### src/rtl/core/bgr_pkg.sv
// shared types and constants of the glyph renderer
// used by every module of the block but bgr_ram, depends on nothing

package bgr_pkg;

  localparam int ADDR_W     = 48;
  localparam int COLOUR_W   = 32;
  // glyph store address width of a command; the default store needs 11 bits
  localparam int CMD_ADDR_W = 15;

  localparam logic [2:0] CFG_FRAME_BASE  = 3'd0;
  localparam logic [2:0] CFG_LINE_PITCH  = 3'd1;
  localparam logic [2:0] CFG_PIXEL_BYTES = 3'd2;
  localparam logic [2:0] CFG_GLYPH_COUNT = 3'd3;
  localparam logic [2:0] CFG_GLYPH_COLS  = 3'd4;
  localparam logic [2:0] CFG_GLYPH_ROWS  = 3'd5;

  typedef struct packed {
    logic                mode;
    logic [20:0]         char_code;
    logic [15:0]         cursor_col;
    logic [15:0]         cursor_row;
    logic [15:0]         offset_x;
    logic [15:0]         offset_y;
    logic [COLOUR_W-1:0] fg_colour;
    logic [COLOUR_W-1:0] bg_colour;
    logic [7:0]          load_glyph;
    logic [2:0]          load_row;
    logic [7:0]          row_bits;
  } bgr_in_t;

  typedef struct packed {
    logic [ADDR_W-1:0]   pixel_address;
    logic [COLOUR_W-1:0] pixel_colour;
    logic                last;
  } bgr_out_t;

  // cols and rows arrive already clamped to the glyph maxima
  typedef struct packed {
    logic [ADDR_W-1:0] frame_base;
    logic [15:0]       line_pitch;
    logic [2:0]        pixel_bytes;
    logic [8:0]        glyph_count;
    logic [3:0]        glyph_cols;
    logic [3:0]        glyph_rows;
  } bgr_cfg_t;

  // one classified item on its way to the pixel sequencer
  typedef struct packed {
    logic                  is_draw;
    logic [CMD_ADDR_W-1:0] addr;
    logic [7:0]            row_bits;
    logic [ADDR_W-1:0]     start;
    logic [COLOUR_W-1:0]   fg;
    logic [COLOUR_W-1:0]   bg;
  } bgr_cmd_t;

endpackage

### src/rtl/core/bgr_queue.sv
// two-entry command queue between front end and pixel sequencer
// depends on bgr_pkg

module bgr_queue (
  input  logic              clk,
  input  logic              rst,
  input  logic              push,
  input  bgr_pkg::bgr_cmd_t push_cmd,
  output logic              full,
  input  logic              pop,
  output bgr_pkg::bgr_cmd_t head,
  output logic              valid
);
  import bgr_pkg::*;

  bgr_cmd_t    entries [2];
  logic        wr_ptr;
  logic        rd_ptr;
  logic [1:0]  count;

  assign full  = (count == 2'd2);
  assign valid = (count != 2'd0);
  assign head  = entries[rd_ptr];

  always_ff @(posedge clk) begin
    if (push) begin
      entries[wr_ptr] <= push_cmd;
    end
  end

  always_ff @(posedge clk) begin
    if (rst) begin
      wr_ptr <= 1'b0;
      rd_ptr <= 1'b0;
      count  <= 2'd0;
    end else begin
      if (push) begin
        wr_ptr <= !wr_ptr;
      end
      if (pop) begin
        rd_ptr <= !rd_ptr;
      end
      unique case ({push, pop})
        2'b10:   count <= count + 2'd1;
        2'b01:   count <= count - 2'd1;
        default: count <= count;
      endcase
    end
  end

endmodule

### config.mk
export PLATFORM = sky130hd
export DESIGN_NAME = bgr_queue
export DESIGN_NICKNAME = d
export VERILOG_FILES = /design/src/rtl/core/bgr_pkg.sv /design/src/rtl/core/bgr_queue.sv
export SDC_FILE = /design/constraint.sdc
export NUM_CORES = 1
export LEC_CHECK = 0
export ABC_AREA = 0
export BUFFER_PORTS_ARGS = -buffer_cell sky130_fd_sc_hd__clkbuf_2
export CORE_ASPECT_RATIO = 0.75
export CORE_MARGIN = 2
export CORE_UTILIZATION = 52
export CTS_CLUSTER_SIZE = 24
export DETAILED_ROUTE_END_ITERATION = 10
export GPL_ROUTABILITY_DRIVEN = 1
export GPL_TIMING_DRIVEN = 0
export PLACE_DENSITY = 0.79
export SYNTH_ARGS = -nofsm -noshare
export SYNTH_HDL_FRONTEND = slang
export SYNTH_SLANG_ARGS = --single-unit
### constraint.sdc
create_clock -name clk -period 11.5 [get_ports clk]
set_clock_uncertainty 0.15 [all_clocks]
set_input_delay 3.45 -clock clk [delete_from_list [all_inputs] [get_ports clk]]
set_output_delay 3.45 -clock clk [all_outputs]
set_load 0.005 [all_outputs]
==> impl_metrics.env <==
export IMPL_timing_rr_start="wr_ptr"
export IMPL_synthMuxAreaShare=0.165
export IMPL_synth_simple_area_share=0.00455
export IMPL_fillers=1286
export IMPL_post_cts_buffers=0
export IMPL_ant_nets=0
export IMPL_numClockSinks=277
export IMPL_min_delay_start="count[1]"
export IMPL_die_w_um=165
export IMPL_num_antenna_cells=0
export IMPL_route_detailed_drc=0
export IMPL_synth_area_mm2=0.0102
export IMPL_port_buffers=277
export IMPL_setup_ws_ps=6060
export IMPL_ys_seq_elements=277
export IMPL_holdWs_ps=383
export IMPL_dr_pass1_iters=4
export IMPL_leakage_nw=4.96
export IMPL_overflow=0
export IMPL_grt_use_total=0.179
export IMPL_cap_violations=0
export IMPL_area_growth_pct=25.6
export IMPL_cts_buffers=26
export IMPL_die_h_um=125
export IMPL_tightestPinTransition_ps=644
export IMPL_grt_pass1_wl_um=28600
export IMPL_cts_tree="built"
export IMPL_drive_above_1_share=0.605
export IMPL_rsz0062_at_grt="no"
export IMPL_num_io_pins=278
export IMPL_drt_iter0_drc=332
export IMPL_dp_hpwl_um=13600
export IMPL_synth_compound_area_frac=0.000984
export IMPL_start_util=0.528
export IMPL_antenna_found_initial=0
export IMPL_yosysSeqAreaShare=0.813
export IMPL_pre_cts_ws_ps=6280
export IMPL_status="completed"
export IMPL_wl_per_cell_um=18.6
export IMPL_relSlewSlack=0.570
export IMPL_avgSynthCellArea_um2=22.9
export IMPL_required_ps=7900
export IMPL_fin_util=0.663
export IMPL_grt_pass1_vias=5367
export IMPL_rows=44
export IMPL_cts_hold_buf=0
export IMPL_startpoint_type="register"
export IMPL_post_drt_via_cell_ratio=5.05
export IMPL_max_freq_ghz=0.184
export IMPL_finalHoldViolCount=0
export IMPL_power_density_mw_per_mm2=172
export IMPL_clkSlewWorstSetupHoldPaths_ps=60
export IMPL_finalCritPeriodShare=0.473
export IMPL_routed_wl_um=19100
export IMPL_synth_fa_ha_area_frac=0.00123
export IMPL_place_gp_congestion=0.748
export IMPL_endpoint_kind="output port"
export IMPL_insertion_delay_ps=510
export IMPL_setup_viol=0
export IMPL_vdd_drop_max_mv=0.132
export IMPL_synth_top_family_by_area="multiplexers"
export IMPL_grt_max_degree=64
export IMPL_clockBufferDepth=3
export IMPL_hold_path_class="reg2reg"
export IMPL_ys_types=17
export IMPL_cts_resized=0
export IMPL_ys_warn_count=0
export IMPL_nets=897
export IMPL_path_max_fanout=10
export IMPL_synthesis_nets=586
export IMPL_p_total_mw=2.19
export IMPL_core_mm2=0.0193
export IMPL_worstPathArrival_ps=1840
export IMPL_cts_root_buffer="clkbuf_16"
export IMPL_vias=5188
export IMPL_synth_xor_xnor_area_share=0.00344
export IMPL_critPathKind="reg2out"
export IMPL_syn_inst=445
export IMPL_fin_crit_ps=5440
export IMPL_slew_viol_final=0
export IMPL_dieArea_mm2=0.0207
export IMPL_cts_htree_levels=1
[final cells by class]
class	instances	area [um2]	share of cell area
flip-flops and latches	277	8270	0.647
inverters	1	3.75	0.000294
plain buffers	15	113	0.00881
repair buffers	283	1530	0.120
clock buffers	35	706	0.0552
multi-input cells	152	1800	0.141
clock inverters	11	45.0	0.00353
well taps	253	317	0.0248
[per-layer routing]
metal,part of all wire,track usage
met1,0.37,0.214
met2,0.48,0.303
met3,0.12,0.0786
met4,0.017,0.0385
met5,0,0
[cell usage in the layout (no fill, tap or decap)]
master,instances
a21oi_1,1
and2_4,1
and2b_2,1
buf_12,3
buf_16,3
buf_2,9
buf_6,6
clkbuf_1,8
clkbuf_16,27
clkbuf_2,277
clkinv_1,8
clkinv_2,3
dfxtp_1,5
edfxtp_1,272
ha_1,1
inv_1,1
mux2_2,96
mux2_4,40
nor2_1,4
nor2_4,1
o21ai_0,1
or2_2,1
or3_1,1
xnor2_1,3
xor2_1,1
[cell families (layout without fill, tap and decap cells)]
group | count (synthesis) | count (layout)
flip-flops | 277 | 277
multiplexers | 136 | 136
buffers and inverters | 16 | 345
AND/OR/NAND/NOR | 9 | 9
XOR/XNOR | 4 | 4
AO/OA/AOI/OAI | 2 | 2
adder cells (fa/ha/maj) | 1 | 1
[flip-flops by register name, indices dropped and copies added, names as in the netlist, named ones only]
name     flops
wr_ptr       1
entries    272
count        2
rd_ptr       1
[worst paths after layout]
| check | cells after the start | end | slack [ps] |
|---|---|---|---|
| setup / recovery | 5 | head[86] | 6060 |
| hold reg to reg | 2 | count[1] | 380 |
| hold / removal | 2 | count[1] | 380 |
| setup reg to reg | 3 | entries[1][114] | 9460 |
[metrics by stage]
step	setup TNS, ps	cell area (um2)	std cells
4_1_cts	0	12800	1027
2_1_floorplan	0	10200	445
3_5_place_dp	0	12000	981
6_report	0	12800	1027
5_1_grt	0	12800	1027
3_3_place_gp	-148870	11900	975
[cell usage after synthesis, drive strengths merged]
| cell type | number | area [um2] |
|---|---|---|
| xor2 | 1 | 8.76 |
| dfxtp | 5 | 100 |
| or3 | 1 | 6.26 |
| ha | 1 | 12.5 |
| o21ai | 1 | 5.00 |
| nor2 | 5 | 18.8 |
| or2 | 1 | 6.26 |
| inv | 1 | 3.75 |
| a21oi | 1 | 5.00 |
| mux2 | 136 | 1680 |
| xnor2 | 3 | 26.3 |
| edfxtp | 272 | 8170 |
| and2b | 1 | 8.76 |
| and2 | 1 | 6.26 |
| buf | 15 | 113 |
[critical path, cell delays in order, from the launching register on]
cell	delay, ps
dfxtp_1	320
buf_6	160
buf_6	180
buf_6	210
mux2_4	320
clkbuf_2	130
[report_power, final]
part           internal [mW]  switching, mW  leakage [nW]
Sequential              1.18         0.0150          2.59
Clock                  0.426          0.328         0.366
Combinational          0.128          0.116          2.00
(Power assumes the default switching activity.)
