[src/rtl/core/bgr_pkg.sv]
// shared types and constants of the glyph renderer
// used by every module of the block but bgr_ram, depends on nothing

package bgr_pkg;

  localparam int ADDR_W     = 48;
  localparam int COLOUR_W   = 32;
  // glyph store address width of a command; the default store needs 11 bits
  localparam int CMD_ADDR_W = 15;

  localparam logic [2:0] CFG_FRAME_BASE  = 3'd0;
  localparam logic [2:0] CFG_LINE_PITCH  = 3'd1;
  localparam logic [2:0] CFG_PIXEL_BYTES = 3'd2;
  localparam logic [2:0] CFG_GLYPH_COUNT = 3'd3;
  localparam logic [2:0] CFG_GLYPH_COLS  = 3'd4;
  localparam logic [2:0] CFG_GLYPH_ROWS  = 3'd5;

  typedef struct packed {
    logic                mode;
    logic [20:0]         char_code;
    logic [15:0]         cursor_col;
    logic [15:0]         cursor_row;
    logic [15:0]         offset_x;
    logic [15:0]         offset_y;
    logic [COLOUR_W-1:0] fg_colour;
    logic [COLOUR_W-1:0] bg_colour;
    logic [7:0]          load_glyph;
    logic [2:0]          load_row;
    logic [7:0]          row_bits;
  } bgr_in_t;

  typedef struct packed {
    logic [ADDR_W-1:0]   pixel_address;
    logic [COLOUR_W-1:0] pixel_colour;
    logic                last;
  } bgr_out_t;

  // cols and rows arrive already clamped to the glyph maxima
  typedef struct packed {
    logic [ADDR_W-1:0] frame_base;
    logic [15:0]       line_pitch;
    logic [2:0]        pixel_bytes;
    logic [8:0]        glyph_count;
    logic [3:0]        glyph_cols;
    logic [3:0]        glyph_rows;
  } bgr_cfg_t;

  // one classified item on its way to the pixel sequencer
  typedef struct packed {
    logic                  is_draw;
    logic [CMD_ADDR_W-1:0] addr;
    logic [7:0]            row_bits;
    logic [ADDR_W-1:0]     start;
    logic [COLOUR_W-1:0]   fg;
    logic [COLOUR_W-1:0]   bg;
  } bgr_cmd_t;

endpackage

[src/rtl/core/bgr_front.sv]
// front end: accepts items, checks loads, picks the glyph and works out
// the start address of a draw; depends on bgr_pkg

module bgr_front #(
  parameter int MAX_GLYPHS  = 256,
  parameter int MAX_GLYPH_H = 8
) (
  input  logic              clk,
  input  logic              rst,
  input  bgr_pkg::bgr_cfg_t cfg,
  input  logic              in_valid,
  output logic              in_ready,
  input  bgr_pkg::bgr_in_t  in_data,
  output logic              push,
  output bgr_pkg::bgr_cmd_t cmd,
  input  logic              q_full
);
  import bgr_pkg::*;

  typedef enum logic [2:0] {
    IDLE,
    CELL,
    SCALE,
    SUM,
    PUSH
  } state_t;

  state_t      state;
  logic [15:0] crow, ccol, offx, offy;
  logic [20:0] py, px;
  logic [36:0] ty;
  logic [23:0] tx;

  logic        load_ok;
  logic        code_ok;
  logic [20:0] sel_code;

  assign load_ok  = (32'(in_data.load_glyph) < 32'(MAX_GLYPHS)) &&
                    (32'(in_data.load_row) < 32'(MAX_GLYPH_H));
  assign code_ok  = (in_data.char_code != '0) &&
                    (32'(in_data.char_code) < 32'(cfg.glyph_count)) &&
                    (32'(in_data.char_code) < 32'(MAX_GLYPHS));
  assign sel_code = code_ok ? in_data.char_code : '0;

  assign in_ready = (state == IDLE);
  assign push     = (state == PUSH) && !q_full;

  always_ff @(posedge clk) begin
    if (rst) begin
      state <= IDLE;
    end else begin
      unique case (state)
        IDLE: begin
          if (in_valid) begin
            cmd.fg       <= in_data.fg_colour;
            cmd.bg       <= in_data.bg_colour;
            cmd.row_bits <= in_data.row_bits;
            crow         <= in_data.cursor_row;
            ccol         <= in_data.cursor_col;
            offx         <= in_data.offset_x;
            offy         <= in_data.offset_y;
            if (!in_data.mode) begin
              cmd.is_draw <= 1'b0;
              cmd.addr    <= CMD_ADDR_W'(32'(in_data.load_glyph) * MAX_GLYPH_H +
                                         32'(in_data.load_row));
              // out of range loads are dropped here
              if (load_ok) begin
                state <= PUSH;
              end
            end else begin
              cmd.is_draw <= 1'b1;
              cmd.addr    <= CMD_ADDR_W'(32'(sel_code) * MAX_GLYPH_H);
              // an empty glyph size draws nothing
              if (cfg.glyph_cols != '0 && cfg.glyph_rows != '0) begin
                state <= CELL;
              end
            end
          end
        end
        CELL: begin
          py    <= 21'(crow) * 21'(cfg.glyph_rows) + 21'(offy);
          px    <= 21'(ccol) * 21'(cfg.glyph_cols) + 21'(offx);
          state <= SCALE;
        end
        SCALE: begin
          ty    <= 37'(py) * 37'(cfg.line_pitch);
          tx    <= 24'(px) * 24'(cfg.pixel_bytes);
          state <= SUM;
        end
        SUM: begin
          cmd.start <= cfg.frame_base + ADDR_W'(ty) + ADDR_W'(tx);
          state     <= PUSH;
        end
        PUSH: begin
          if (!q_full) begin
            state <= IDLE;
          end
        end
        default: state <= IDLE;
      endcase
    end
  end

endmodule

[config.mk]
export PLATFORM = sky130hd
export DESIGN_NAME = bgr_front
export DESIGN_NICKNAME = d
export VERILOG_FILES = /design/src/rtl/core/bgr_pkg.sv /design/src/rtl/core/bgr_front.sv
export SDC_FILE = /design/constraint.sdc
export NUM_CORES = 2
export LEC_CHECK = 0
export ABC_AREA = 1
export BUFFER_PORTS_ARGS = -buffer_cell sky130_fd_sc_hd__buf_2
export CORE_ASPECT_RATIO = 1.75
export CORE_UTILIZATION = 30
export DETAILED_ROUTE_END_ITERATION = 6
export PLACE_DENSITY_LB_ADDON = 0.2
export SYNTH_ARGS = -nofsm -noshare
export SYNTH_HDL_FRONTEND = slang
export SYNTH_SLANG_ARGS = --single-unit
export TNS_END_PERCENT = 20
[constraint.sdc]
create_clock -name clk -period 13.7 [get_ports clk]
set_input_delay 2.74 -clock clk [delete_from_list [all_inputs] [get_ports clk]]
set_output_delay 2.74 -clock clk [all_outputs]
set_load 0.1 [all_outputs]
==> results_dict.tcl <==
set metrics [dict create \
    final_cells 5803 \
    wl_um 98200 \
    peakVddDrop_mv 0.265 \
    grt_max_degree 78 \
    clock-root-buffer "clkbuf_16" \
    synth_area_leaders "edfxtp_1, fa_1, nand2_1, inv_1, ha_1" \
    clk_path_buf_depth 3 \
    htreeDepth 2 \
    synth_top_family_by_area "adder cells" \
    finalCritPeriodShare 0.600 \
    synthDistinctLibCells 36 \
    hold_viol_final 0 \
    dpl.cell_count 5731 \
    grt_pass1_vias 27800 \
    tns_ns 0 \
    via_count 25700 \
    critPathRequiredTime_ns 14.01 \
    yosysWarnings 0 \
    synth_flop_cell "edfxtp_1" \
    core_region_area_um2 109000 \
    finClkSkew_ns 0.0376 \
    synth.largest_area_cell "edfxtp_1" \
    route.detailed.drc 0 \
    p_leak_nw 20.2 \
    ant_nets 0 \
    cts_sinks 306 \
    die_x_um 252 \
    yosysMostFrequentCell "nand2_1" \
    synth_fa_ha_area_frac 0.338 \
    min_period_ns 8.21 \
    end_kind "flop" \
    async_flop_share 0 \
    overflow 0 \
    path_class "primary input to flop" \
    max_cap_viol_count 0 \
    hold_path.class "flop to flop" \
    grt_pass1_wl_um 152000 \
    area_growth_pct 14.5 \
    crit_path_max_fanout 21 \
    startpoint_type "primary input" \
    synthesis.area_um2 32800 \
    placed_area_um2 36300 \
    first_pass_iters 7 \
    drive_gt1_frac 0.120 \
    post_cts_resized 0 \
    final_util 0.346 \
    die_h_um 439 \
    start_util 0.302 \
    vias_per_cell 4.43 \
    layout.nets 5214 \
    postCtsSetupRepairBufs 0 \
    arrival_ns 8.52 \
    setup_viol 0 \
    synth-seq-area-share 0.280 \
    worst_pin_slew_ns 1.04 \
    nFillCells 11700 \
    synthSimpleGateAreaFrac 0.204 \
    hold-worst-slack_ns 0.565 \
    rsz0062_at_grt "no" \
    synth-xor-area-share 0.0217 \
    grt.total_usage 0.180 \
    dpl.hpwl_um 83100 \
    synthCells 3965 \
    status "finished clean" \
    drt-initial-drc-count 918 \
    clock_latency_ns 0.58 \
    gp_congestion 0.954 \
    synth_commonest_cells "nand2_1, inv_1, fa_1, edfxtp_1, ha_1" \
    grt_antenna_before_repair 34 \
    clkTransAtPathRegs_ns 0.06 \
    synthMuxAreaShare 0 \
    fmax_mhz 122 \
    synth_edf_count 303 \
    die_area_um2 111000 \
    p_per_area_nw_per_um2 264 \
    ios 395 \
    numPortBuffers 394 \
    synth-seq-cells 306 \
    rows 160 \
    synth_compound_gate_area_share 0.0348 \
    cts_tree "built" \
    wl_per_cell_um 16.9 \
    numCtsBuffers 35 \
    synth_top_area_share 0.278 \
    design_area_um2 37500 \
    syn-mean-instance-area_um2 8.26 \
    holdBufCountCts 0 \
    slew_headroom 0.309 \
    slew_viol_final 0 \
]
## kinds of logic (layout without fill, tap and decap cells)
family	Yosys count	after routing
AOI/OAI and AO/OA	211	211
xor gates and xnor gates	81	81
adders and majority gates	647	647
buffers and inverters	1070	1437
DFF	306	306
other	1	14
and+or+nand+nor	1649	1649
## worst max-delay path: stages
cell and delay [ns]:
buf_2 0.38, nand2_1 0.15, fa_1 0.58, inv_1 0.06, fa_1 0.53, inv_1 0.05, fa_1 0.49, inv_1 0.05
fa_1 0.52, inv_1 0.05, fa_1 0.47, inv_1 0.05, fa_1 0.45, ha_1 0.40, nand2_1 0.11, nor2_1 0.35
inv_1 0.17, o21ai_0 0.56, nand2_1 0.15, nand4_1 0.12, nand2_1 0.08
## metrics by stage
stage | power (mW) | setup WS (ns)
global route | 11.0 | 5.34
detailed placement | 8.97 | 5.02
CTS | 10.0 | 5.63
finish | 9.92 | 5.49
floorplan | 6.68 | 3.90
global placement | 8.96 | 5.08
## layout make-up
type / count / area [um^2] / area share
Antenna cell: 10 / 25.0 / 0.000667
Clock buffer: 40 / 895 / 0.0238
Clock inverter: 22 / 305 / 0.00814
Inverter: 974 / 3660 / 0.0974
Multi-Input combinational cell: 2592 / 19600 / 0.523
Sequential cell: 306 / 9160 / 0.244
Tap cell: 1458 / 1820 / 0.0486
Timing Repair Buffer: 401 / 2020 / 0.0540
## layer usage
metal / global-route usage / part of all wire
met5: 0 / 0.0016
met4: 0.0819 / 0.046
met3: 0.0347 / 0.052
met2: 0.351 / 0.54
met1: 0.182 / 0.36
## flip-flops by register name, indices dropped and copies added (netlist names)
signal	flops
px	21
state	3
tx	24
ty	37
ccol	16
offx	16
crow	16
py	21
cmd	136
offy	16
## path summary, 6_finish.rpt
path / start / endpoint / slack [ns] / cells past startpoint
worst max-delay path: cfg[21] / ty[23]$_DFFE_PP_ / 5.49 / 21
worst min-delay path: state[2]$_SDFFE_PP0P_ / state[2]$_SDFFE_PP0P_ / 0.56 / 2
worst max register to register: py[13]$_DFFE_PP_ / ty[23]$_DFFE_PP_ / 7.13 / 20
worst min register to register: state[2]$_SDFFE_PP0P_ / state[2]$_SDFFE_PP0P_ / 0.56 / 2
## power by group
part / switching (mW) / leakage [nW] / internal [mW]
logic: 5.01 / 16.8 / 2.42
registers: 0.0752 / 2.80 / 1.42
clock network: 0.404 / 0.584 / 0.588
## placed cells by master, fill, tap and decap left out, types with 2 or more instances in the layout
cell	count
a21boi_0	3
a21o_1	11
a21oi_1	131
a21oi_2	2
and2_1	2
buf_2	394
buf_4	7
bufinv_16	6
clkbuf_1	5
clkbuf_16	35
clkinv_1	4
clkinv_2	6
conb_1	4
dfxtp_1	3
diode_2	10
edfxtp_1	303
fa_1	395
ha_1	252
inv_1	965
inv_2	9
inv_6	3
nand2_1	1241
nand2_2	14
nand3_1	122
nand3_2	9
nand3b_1	3
nand4_1	28
nor2_1	169
nor2_2	18
nor2_4	8
nor3_1	20
nor3_2	5
nor4_1	6
o21a_1	2
o21ai_0	47
o21bai_1	12
or2_2	2
xnor2_1	12
xor2_1	69
Note: power is estimated with default switching activity, not from simulation.
