## config.mk

```make
export PLATFORM = sky130hd
export DESIGN_NAME = bgr_back
export DESIGN_NICKNAME = d
export VERILOG_FILES = /design/src/rtl/core/bgr_pkg.sv /design/src/rtl/core/bgr_back.sv
export SDC_FILE = /design/constraint.sdc
export NUM_CORES = 1
export LEC_CHECK = 0
export CORE_MARGIN = 2
export CORE_UTILIZATION = 66
export CTS_BUF_LIST = sky130_fd_sc_hd__clkbuf_2 sky130_fd_sc_hd__clkbuf_4 sky130_fd_sc_hd__clkbuf_8
export DETAILED_ROUTE_END_ITERATION = 10
export DONT_BUFFER_PORTS = 1
export GPL_ROUTABILITY_DRIVEN = 0
export PLACE_DENSITY = 0.82
export SYNTH_ARGS = -nofsm -noshare
export SYNTH_HDL_FRONTEND = slang
export SYNTH_SLANG_ARGS = --single-unit
export TNS_END_PERCENT = 5
```

## constraint.sdc

```tcl
create_clock -name clk -period 9.4 [get_ports clk]
set_input_delay 0.47 -clock clk [delete_from_list [all_inputs] [get_ports clk]]
set_output_delay 0.47 -clock clk [all_outputs]
set_load 0.01 [all_outputs]
```

## src/rtl/core/bgr_pkg.sv

```systemverilog
// shared types and constants of the glyph renderer
// used by every module of the block but bgr_ram, depends on nothing

package bgr_pkg;

  localparam int ADDR_W     = 48;
  localparam int COLOUR_W   = 32;
  // glyph store address width of a command; the default store needs 11 bits
  localparam int CMD_ADDR_W = 15;

  localparam logic [2:0] CFG_FRAME_BASE  = 3'd0;
  localparam logic [2:0] CFG_LINE_PITCH  = 3'd1;
  localparam logic [2:0] CFG_PIXEL_BYTES = 3'd2;
  localparam logic [2:0] CFG_GLYPH_COUNT = 3'd3;
  localparam logic [2:0] CFG_GLYPH_COLS  = 3'd4;
  localparam logic [2:0] CFG_GLYPH_ROWS  = 3'd5;

  typedef struct packed {
    logic                mode;
    logic [20:0]         char_code;
    logic [15:0]         cursor_col;
    logic [15:0]         cursor_row;
    logic [15:0]         offset_x;
    logic [15:0]         offset_y;
    logic [COLOUR_W-1:0] fg_colour;
    logic [COLOUR_W-1:0] bg_colour;
    logic [7:0]          load_glyph;
    logic [2:0]          load_row;
    logic [7:0]          row_bits;
  } bgr_in_t;

  typedef struct packed {
    logic [ADDR_W-1:0]   pixel_address;
    logic [COLOUR_W-1:0] pixel_colour;
    logic                last;
  } bgr_out_t;

  // cols and rows arrive already clamped to the glyph maxima
  typedef struct packed {
    logic [ADDR_W-1:0] frame_base;
    logic [15:0]       line_pitch;
    logic [2:0]        pixel_bytes;
    logic [8:0]        glyph_count;
    logic [3:0]        glyph_cols;
    logic [3:0]        glyph_rows;
  } bgr_cfg_t;

  // one classified item on its way to the pixel sequencer
  typedef struct packed {
    logic                  is_draw;
    logic [CMD_ADDR_W-1:0] addr;
    logic [7:0]            row_bits;
    logic [ADDR_W-1:0]     start;
    logic [COLOUR_W-1:0]   fg;
    logic [COLOUR_W-1:0]   bg;
  } bgr_cmd_t;

endpackage

```

## src/rtl/core/bgr_back.sv

```systemverilog
// back end: writes glyph rows and walks the pixels of a draw, one per cycle unless the receiver stalls
// depends on bgr_pkg; drives the glyph store ports

module bgr_back #(
  parameter int DEPTH = 2048,
  localparam int AW = (DEPTH > 1) ? $clog2(DEPTH) : 1
) (
  input  logic              clk,
  input  logic              rst,
  input  bgr_pkg::bgr_cfg_t cfg,
  input  logic              q_valid,
  input  bgr_pkg::bgr_cmd_t q_head,
  output logic              pop,
  output logic              ram_we,
  output logic [AW-1:0]     ram_waddr,
  output logic [7:0]        ram_wdata,
  output logic              ram_re,
  output logic [AW-1:0]     ram_raddr,
  input  logic [7:0]        ram_rdata,
  output logic              out_valid,
  input  logic              out_ready,
  output bgr_pkg::bgr_out_t out_data
);
  import bgr_pkg::*;

  typedef enum logic {
    IDLE,
    EMIT
  } state_t;

  state_t              state;
  logic [AW-1:0]       glyph_base;
  logic [COLOUR_W-1:0] fg, bg;
  logic [2:0]          x, y;
  logic [ADDR_W-1:0]   row_addr;
  logic [ADDR_W-1:0]   pix_addr;

  logic              slot_free;
  logic              step;
  logic              x_end;
  logic              y_end;
  logic [2:0]        y_next;
  logic [ADDR_W-1:0] row_addr_next;

  assign slot_free     = !out_valid || out_ready;
  assign step          = (state == EMIT) && slot_free;
  assign x_end         = ({1'b0, x} == cfg.glyph_cols - 4'd1);
  assign y_end         = ({1'b0, y} == cfg.glyph_rows - 4'd1);
  assign y_next        = y + 3'd1;
  assign row_addr_next = row_addr + ADDR_W'(cfg.line_pitch);

  assign pop       = (state == IDLE) && q_valid;
  assign ram_we    = pop && !q_head.is_draw;
  assign ram_waddr = AW'(q_head.addr);
  assign ram_wdata = q_head.row_bits;

  // the read data holds between reads, so it serves as the current row
  always_comb begin
    ram_re    = 1'b0;
    ram_raddr = AW'(q_head.addr);
    if (pop && q_head.is_draw) begin
      ram_re = 1'b1;
    end else if (step && x_end && !y_end) begin
      ram_re    = 1'b1;
      ram_raddr = glyph_base + AW'(y_next);
    end
  end

  always_ff @(posedge clk) begin
    if (rst) begin
      state     <= IDLE;
      out_valid <= 1'b0;
    end else begin
      if (step) begin
        out_valid <= 1'b1;
      end else if (out_ready) begin
        out_valid <= 1'b0;
      end

      unique case (state)
        IDLE: begin
          if (pop && q_head.is_draw) begin
            glyph_base <= AW'(q_head.addr);
            fg         <= q_head.fg;
            bg         <= q_head.bg;
            row_addr   <= q_head.start;
            pix_addr   <= q_head.start;
            x          <= 3'd0;
            y          <= 3'd0;
            state      <= EMIT;
          end
        end
        EMIT: begin
          if (step) begin
            out_data.pixel_address <= pix_addr;
            out_data.pixel_colour  <= ram_rdata[~x] ? fg : bg;
            out_data.last          <= x_end && y_end;
            if (x_end) begin
              x        <= 3'd0;
              y        <= y_next;
              row_addr <= row_addr_next;
              pix_addr <= row_addr_next;
              if (y_end) begin
                state <= IDLE;
              end
            end else begin
              x        <= x + 3'd1;
              pix_addr <= pix_addr + ADDR_W'(cfg.pixel_bytes);
            end
          end
        end
        default: state <= IDLE;
      endcase
    end
  end

endmodule

```

==> metrics <==
fraction of layout cells with a size suffix above 1 0.137; Critical Path AT approximately 3.7 ns; syn_nets ~1300; Slew HR 0.267; count leader, synth edfxtp_1; largest family of logic cells by synthesized area simple AND/OR/NAND/NOR gates; CP max stage delay approximately 0.7 ns; worst slew pin tran 1.10 ns; syn avg cell area 12.5 µm²; antenna violations before repair 1; Routed WL per cell 23.1 µm; number of setup buffers added after CTS 0; core area between 15000 and 20000 µm²; Max-Cap Viols 0; vias in the first global route 8674; Required @ worst endpoint roughly 8.9 ns; post-synthesis mux area share 0.0441; outcome finished clean; internal power slightly below 2 mW; hold_buf cts 8; Fin Setup TNS 0 ns; Mapped Cells between 1000 and 1500; final setup fails 0; Clock Skews between 0.02 and 0.025 ns; CP max-delay cell nor3_4; Post-synth top flop edfxtp_1; drt first pass iters 6; Area Overhead vs Synth 7.68%; fin nets between 1000 and 1500; Sw Share 0.244; ANT nets after route 0; ys async rst share 0; sequential area share after synthesis 0.586; synth warn 0; Sink Count 260; Crit. End Element output port; Via density around 6.6; Clock Power Share 0.365; post-synthesis compound-gate area fraction 0.111; CP Class reg -> out; RSZ-0062 raised after global routing no; HP Class in -> reg; GRT overflow 0; EDFF count, synth between 200 and 300; Num CTS Buffers 43; DP HPWL about 21 mm; Startpoint Class flip-flop; clk buf depth 3; CTS Root Buffer Type clkbuf_8; Pwr Total roughly 2.6 mW; Max Slew Vio Count 0; Synth area leaders edfxtp_1 (58%), xnor2_1 (4.0%), mux2_2 (3.5%); Adder-Cell Fraction of Synth Area 0.0290; initial drt markers 897; I/O pins between 300 and 400; I/O Buffers 0; clock-pin slew on the worst setup and hold paths around 0.060 ns; Pwr per Cell Area between 150 and 200 nW/µm²; later-pin clock latency in the skew report between 0.5 and 0.6 ns; post-synth top area share 0.583; Flop pwr share 0.534; Seq cells post-synth 260; Post-Synth Simple-Gate Area 0.131; DRC 0; mapped cell area 13300 µm²; Max Clock Freq about 240 MHz; worst vdd ir 127 µV; full die area roughly 21000 µm²; Vias between 9000 and 10000; XOR/XNOR share of the synthesized area 0.0659; first-pass GRT wire length about 49 mm; CTS tree built; Die W roughly 150 µm; Logic pwr share 0.101; Final Hold Vio Count 0; Switch Pwr 0.632 mW; period utilization 0.443; Die Span Y 146 µm; largest net degree at the start of global routing 82; H-tree depth 2; synth unique cells between 70 and 80; Pleak 4.86 nW; CP cell instances xnor2_1 -> xnor2_1 -> nor3_4 -> buf_4 -> nand2_2 -> nor3_4 -> mux2_2; dominant cell type by area after synthesis edfxtp_1; post-CTS sizing 0; synth cell count leaders edfxtp_1 (258), nor2_1 (93), nand2_1 (62), xnor2_1 (60), a21oi_1 (45); overall routing resource usage 0.292; FP Rows 51; crit path max fanout 40; drt total wl 31.6 mm; crit path time final 4.16 ns; initial cell density of the core 0.679
final cells by class:
cell class,instances,area (µm²)
clock inverters,20,115
inverters,24,90.1
clock buffers,57,703
well taps,265,332
flip-flops and latches,260,7790
diodes,1,2.50
repair buffers,19,163
multi-input cells,719,5120
fillers,1345,5280
power by group through the flow:
stage	clock (mW)	combinational, mW	sequential (mW)
2_1_floorplan	0	0.210	1.39
3_3_place_gp	0	0.247	1.40
3_5_place_dp	0	0.253	1.41
4_1_cts	0.965	0.258	1.38
5_1_grt	1.02	0.285	1.39
6_report	0.947	0.261	1.38
cells by family (layout without fill, tap and decap cells):
family	Yosys count	after routing
other	0	1
and+or+nand+nor	331	331
adders and majority gates	29	29
buffers and inverters	88	120
DFF	260	260
xor gates and xnor gates	100	100
AOI/OAI and AO/OA	208	208
muxes	51	51
critical path, delay by kind of cell (launching register included):
kind                      cells  cell delay, ns
DFF                           1            0.51
buffers and inverters         1            0.46
and+or+nand+nor               3            1.34
muxes                         1            0.45
xor gates and xnor gates      2            0.39
per-stage QoR:
stage	hold WS (ns)	utilization	instance area (µm²)	cells	worst slack [ns]
2_1_floorplan	0.426	-	13300	1067	1.38
3_3_place_gp	0.437	0.685	13400	1279	5.36
3_5_place_dp	0.452	0.685	13400	1279	5.31
4_1_cts	0.000554	0.731	14300	1364	5.22
5_1_grt	0.00000150	0.731	14300	1365	4.97
6_report	0.0270	0.731	14300	1365	5.24
path summary, 6_finish.rpt:
check              start            to  slack (ns)  cells past startpoint
min reg2reg  pix_addr[2]  out_data[35]        0.47                      0
max reg2reg         x[2]  row_addr[34]        5.37                      8
max                 x[2]  ram_raddr[1]        5.24                      7
min           q_head[22]        bg[22]        0.03                      0
state kept, by name (all words and copies together) (netlist names):
signal and flops:
y 3, glyph_base 11, out_data 81, state 1, pix_addr 48, x 3
bg 32, out_valid 1, row_addr 48, fg 32
per-layer routing:
metal,up-vias,share of wire,GRT usage
met5,-,0,0
met4,0,0.032,0.108
met3,81,0.10,0.0705
met2,548,0.47,0.460
met1,4350,0.40,0.400
li1,4049,-,-
cells in the final DEF (no fill, tap or decap), drive strengths merged, types with 5 or more instances in the layout:
cell         Yosys  layout
o221ai          13      13
nor2b           28      28
clkbuf          26      57
xor2            40      40
nor4            13      13
nand4           23      23
a221o            6       6
or3              5       5
nor2            94      94
a21o            26      26
or2              6       6
and3            18      18
ha              26      26
nand2           63      63
inv             24      25
and4             7       7
a31oi            6       6
edfxtp         258     258
mux2            41      41
nor3            19      19
a211oi           6       6
o21ai           40      40
and2             5       5
mux2i            8       8
o21bai           5       5
o2111ai          7       7
nand3           40      40
xnor2           60      60
buf             38      11
a221oi           6       6
o211ai           6       6
dlygate4sd3      0       8
clkinv           0      17
a21oi           46      46
a41oi            8       8
Power figures use the tool's default switching activity.
